--- config.mk ---
export PLATFORM = sky130hd
export DESIGN_NAME = pal_cell
export DESIGN_NICKNAME = d
export VERILOG_FILES = /design/src/hdl/pal_pkg.sv /design/src/hdl/pal_cell.sv
export SDC_FILE = /design/constraint.sdc
export NUM_CORES = 1
export LEC_CHECK = 0
export BUFFER_PORTS_ARGS = -buffer_cell sky130_fd_sc_hd__buf_2
export CORE_AREA = 2 2 74 76
export DETAILED_ROUTE_END_ITERATION = 8
export DIE_AREA = 0 0 76 78
export PLACE_DENSITY = 0.92
export SLEW_MARGIN = 10
export SYNTH_ARGS = -nofsm -noshare
export SYNTH_HDL_FRONTEND = slang
export SYNTH_SLANG_ARGS = --single-unit
--- constraint.sdc ---
create_clock -name clk_i -period 15 [get_ports clk_i]
set_clock_uncertainty 0.2 [all_clocks]
set_input_delay 0.75 -clock clk_i [delete_from_list [all_inputs] [get_ports clk_i]]
set_output_delay 0.75 -clock clk_i [all_outputs]
set_load 0.02 [all_outputs]
--- src/hdl/pal_pkg.sv ---
// ----------------------------------------------------------------------------
// pal_pkg: shared types and constants of the positional array list
// Operation and status codes, fixed field widths and the cell control bundle.
// ----------------------------------------------------------------------------
package pal_pkg;

  localparam int KIND_W     = 2;
  localparam int POS_W      = 10;
  localparam int FIELD_W    = 32;
  localparam int STATUS_W   = 2;
  localparam int COUNT_W    = 10;
  localparam int GROUP_SIZE = 32;

  typedef enum logic [KIND_W-1:0] {
    KIND_INSERT = 2'd0,
    KIND_DELETE = 2'd1,
    KIND_READ   = 2'd2,
    KIND_CLEAR  = 2'd3
  } kind_e;

  typedef enum logic [STATUS_W-1:0] {
    STATUS_OK     = 2'd0,
    STATUS_FULL   = 2'd1,
    STATUS_BADPOS = 2'd2
  } status_e;

  // Per-cycle command to every cell of the chain
  typedef struct packed {
    logic             ins;
    logic             del;
    logic             rd;
    logic [POS_W-1:0] slot;
  } cell_ctrl_t;

endpackage

--- src/hdl/pal_cell.sv ---
// ----------------------------------------------------------------------------
// pal_cell: one storage cell of the list chain
// Holds the entry at a fixed position; shifts up, down or loads a new entry.
// ----------------------------------------------------------------------------
module pal_cell
  import pal_pkg::*;
#(
  parameter int ENTRY_W = 32,
  parameter int IDX_W   = 10,
  parameter int INDEX   = 0
) (
  input  logic               clk_i,
  input  cell_ctrl_t         ctrl_i,
  input  logic [ENTRY_W-1:0] ins_val_i,
  input  logic [ENTRY_W-1:0] left_i,
  input  logic [ENTRY_W-1:0] right_i,
  output logic [ENTRY_W-1:0] entry_o,
  output logic [ENTRY_W-1:0] hit_o
);

  localparam logic [IDX_W-1:0] MyIdx = IDX_W'(INDEX);

  logic [ENTRY_W-1:0] entry_q, entry_d;
  logic [IDX_W-1:0]   slot;
  logic               above, at;

  assign slot  = IDX_W'(ctrl_i.slot);
  assign above = MyIdx > slot;
  assign at    = MyIdx == slot;

  always_comb begin
    entry_d = entry_q;
    if (ctrl_i.ins) begin
      if (above) begin
        entry_d = left_i;
      end else if (at) begin
        entry_d = ins_val_i;
      end
    end else if (ctrl_i.del && (above || at)) begin
      entry_d = right_i;
    end
  end

  always_ff @(posedge clk_i) begin
    entry_q <= entry_d;
  end

  assign entry_o = entry_q;
  assign hit_o   = (ctrl_i.rd && at) ? entry_q : '0;

endmodule

==> flow_summary.json <==
{
  "syn_avg_cell_area_um2": 13.29,
  "place_congestion": 0.7832,
  "min_period_over_period_pct": 23.61,
  "antenna_cells": 0,
  "powerDensity_mw_per_mm2": 68.33,
  "wl_mm": 5.442,
  "cts_root_buf": "clkbuf_8",
  "fp.dieH_um": 78,
  "post_cts_buffers": 0,
  "antenna_found_initial": 0,
  "critPathMaxStageDelay_ns": 1.13,
  "synth_area_leaders": "edfxtp_1 48%, nor4_2 19%, mux2_2 18%, nand2_1 5.9%, buf_12 3.0%",
  "netlist_area_mm2": 0.002019,
  "cp.required_ns": 14.05,
  "drt-vias-per-instance": 4.969,
  "rsz0062_at_grt": "false",
  "h-tree-depth": 2,
  "crit_type": "primary input to output port",
  "pre_cts_slack_ns": 11.45,
  "dieArea_mm2": 0.005928,
  "use_met3_pct": 5.000,
  "cp.arrival_ns": 2.59,
  "clockBufferDepth": 2,
  "cpMostUsedCell": "buf_2",
  "final_nets": 392,
  "critPathBufInv": 2,
  "mostFrequentLayoutCell": "buf_2",
  "fmax_ghz": 0.2823,
  "drt_iter0_drc": 89,
  "cap_violations": 0,
  "grt_use_met1_pct": 20.39,
  "status": "completed",
  "ys_types": 13,
  "ctsResizeCount": 0,
  "cp-end-kind": "output port",
  "drt_pass1_iterations": 4,
  "yosysTopAreaCellShare_pct": 47.58,
  "power_frac_seq_pct": 52.7,
  "critPathSlowestCell": "or4_2",
  "num_io_pins": 174,
  "finalHoldViolations": 0,
  "ys_seq_area_share_pct": 47.58,
  "intPower_uw": 145.4,
  "finalSetupViolCount": 0,
  "gr-usage-met2_pct": 35.36,
  "pwr-share-clk_pct": 32.9,
  "clkTransAtPathRegs_ns": 0.06,
  "drc": 0,
  "cts_tree": "built",
  "stdcell_area_mm2": 0.002753,
  "yosys_register_bits": 32,
  "grt_most_used_layer": "met2",
  "core-area_mm2": 0.005042,
  "path_max_fanout": 33,
  "io_buffers": 141,
  "syn_inst": 152,
  "crit_family": "simple AND/OR/NAND/NOR gates",
  "final_max_slew_viol_count": 0,
  "fin_crit_ns": 3.542,
  "cellLeakagePower_nw": 1.147,
  "grt_pass1_wl_mm": 8.825,
  "grt_pass1_vias": 1883,
  "slew_headroom_pct": 35.26,
  "cts-buffers-inserted": 5,
  "fillers": 448,
  "power_uw": 188.1,
  "row_count": 26,
  "cts.sinks": 32,
  "grtUsageTotal_pct": 18.80,
  "syn_nets": 262,
  "ys_warn_count": 0,
  "overflow": 0,
  "area_growth_pct": 36.31,
  "post_drt_wl_per_cell_um": 15.42,
  "finalWorstSetupSlack_ns": 11.46,
  "drt.antenna.violating_nets": 0,
  "worst_pin_slew_ns": 0.9711,
  "dp_hpwl_mm": 3.866,
  "fin_tns_setup_ns": 0,
  "comb_power_share_pct": 14.3,
  "num_vias": 1754,
  "layout_common_cells": "141 x buf_2, 32 x mux2_2, 32 x nand2_1, 32 x edfxtp_1, 31 x nor4_2",
  "vdd_ir_drop_max_mv": 0.05854,
  "cp-start-kind": "primary input",
  "cts_hold_buf": 0,
  "largest_reg_flops": 32,
  "swShare_pct": 22.72,
  "yosys.area.top_type": "edfxtp_1",
  "grt_max_degree": 34,
  "cp_cell_sequence": "buf_2 -> or4_2 -> nor4_1 -> buf_2",
  "post_dp_cell_area_mm2": 0.002673,
  "hold_class": "primary input to flip-flop",
  "layout-drive-gt1-share_pct": 75.27,
  "whs_ns": 0.5715,
  "p_switching_uw": 42.74,
  "start_util_pct": 40.05,
  "chipWidth_um": 76
}
==> cell families after synthesis <==
group                  share of synthesized area, %
multiplexers                                  17.84
flip-flops                                    47.58
buffers and inverters                         7.683
AND/OR/NAND/NOR                               26.89
==> layer usage <==
metal | wire, um | vias to the layer above
li1 | - | 834
met1 | 2035 | 824
met2 | 2937 | 89
met3 | 395 | 7
met4 | 74 | 0
met5 | 0 | -
==> power groups by stage <==
stage               clock network (mW)  logic, mW  registers, mW
detailed placement                   0     0.0270          0.101
finish                          0.0620     0.0270         0.0992
global route                    0.0686     0.0294         0.0991
global placement                     0     0.0258          0.101
CTS                             0.0650     0.0272         0.0991
floorplan                            0     0.0164          0.101
==> Yosys cell counts <==
library cell / instances
buf_12: 3
buf_2: 4
buf_6: 4
clkbuf_1: 8
edfxtp_1: 32
mux2_2: 32
nand2_1: 32
nor2_1: 1
nor4_1: 3
nor4_2: 30
or2_2: 1
or4_1: 1
or4_4: 1
==> final timing paths <==
kind | start | to | cells after the start
setup / recovery | ctrl_i[7] | hit_o[0] | 4
hold / removal | ins_val_i[4] | entry_o[4] | 2
==> per-stage QoR <==
step	util, %	std cells
global route	54.59	353
finish	54.59	353
CTS	54.59	353
global placement	53.00	345
floorplan	-	152
detailed placement	53.00	345
==> final cells by class <==
class | count | area [um^2] | share of cell area, %
clock buffer | 7 | 76.32 | 2.773
clock inverter | 1 | 3.754 | 0.1364
multi-input combinational | 101 | 910.9 | 33.09
sequential | 32 | 960.9 | 34.91
tap | 70 | 87.58 | 3.182
timing repair buffer | 142 | 713.2 | 25.91
Power figures use the tool's default switching activity.
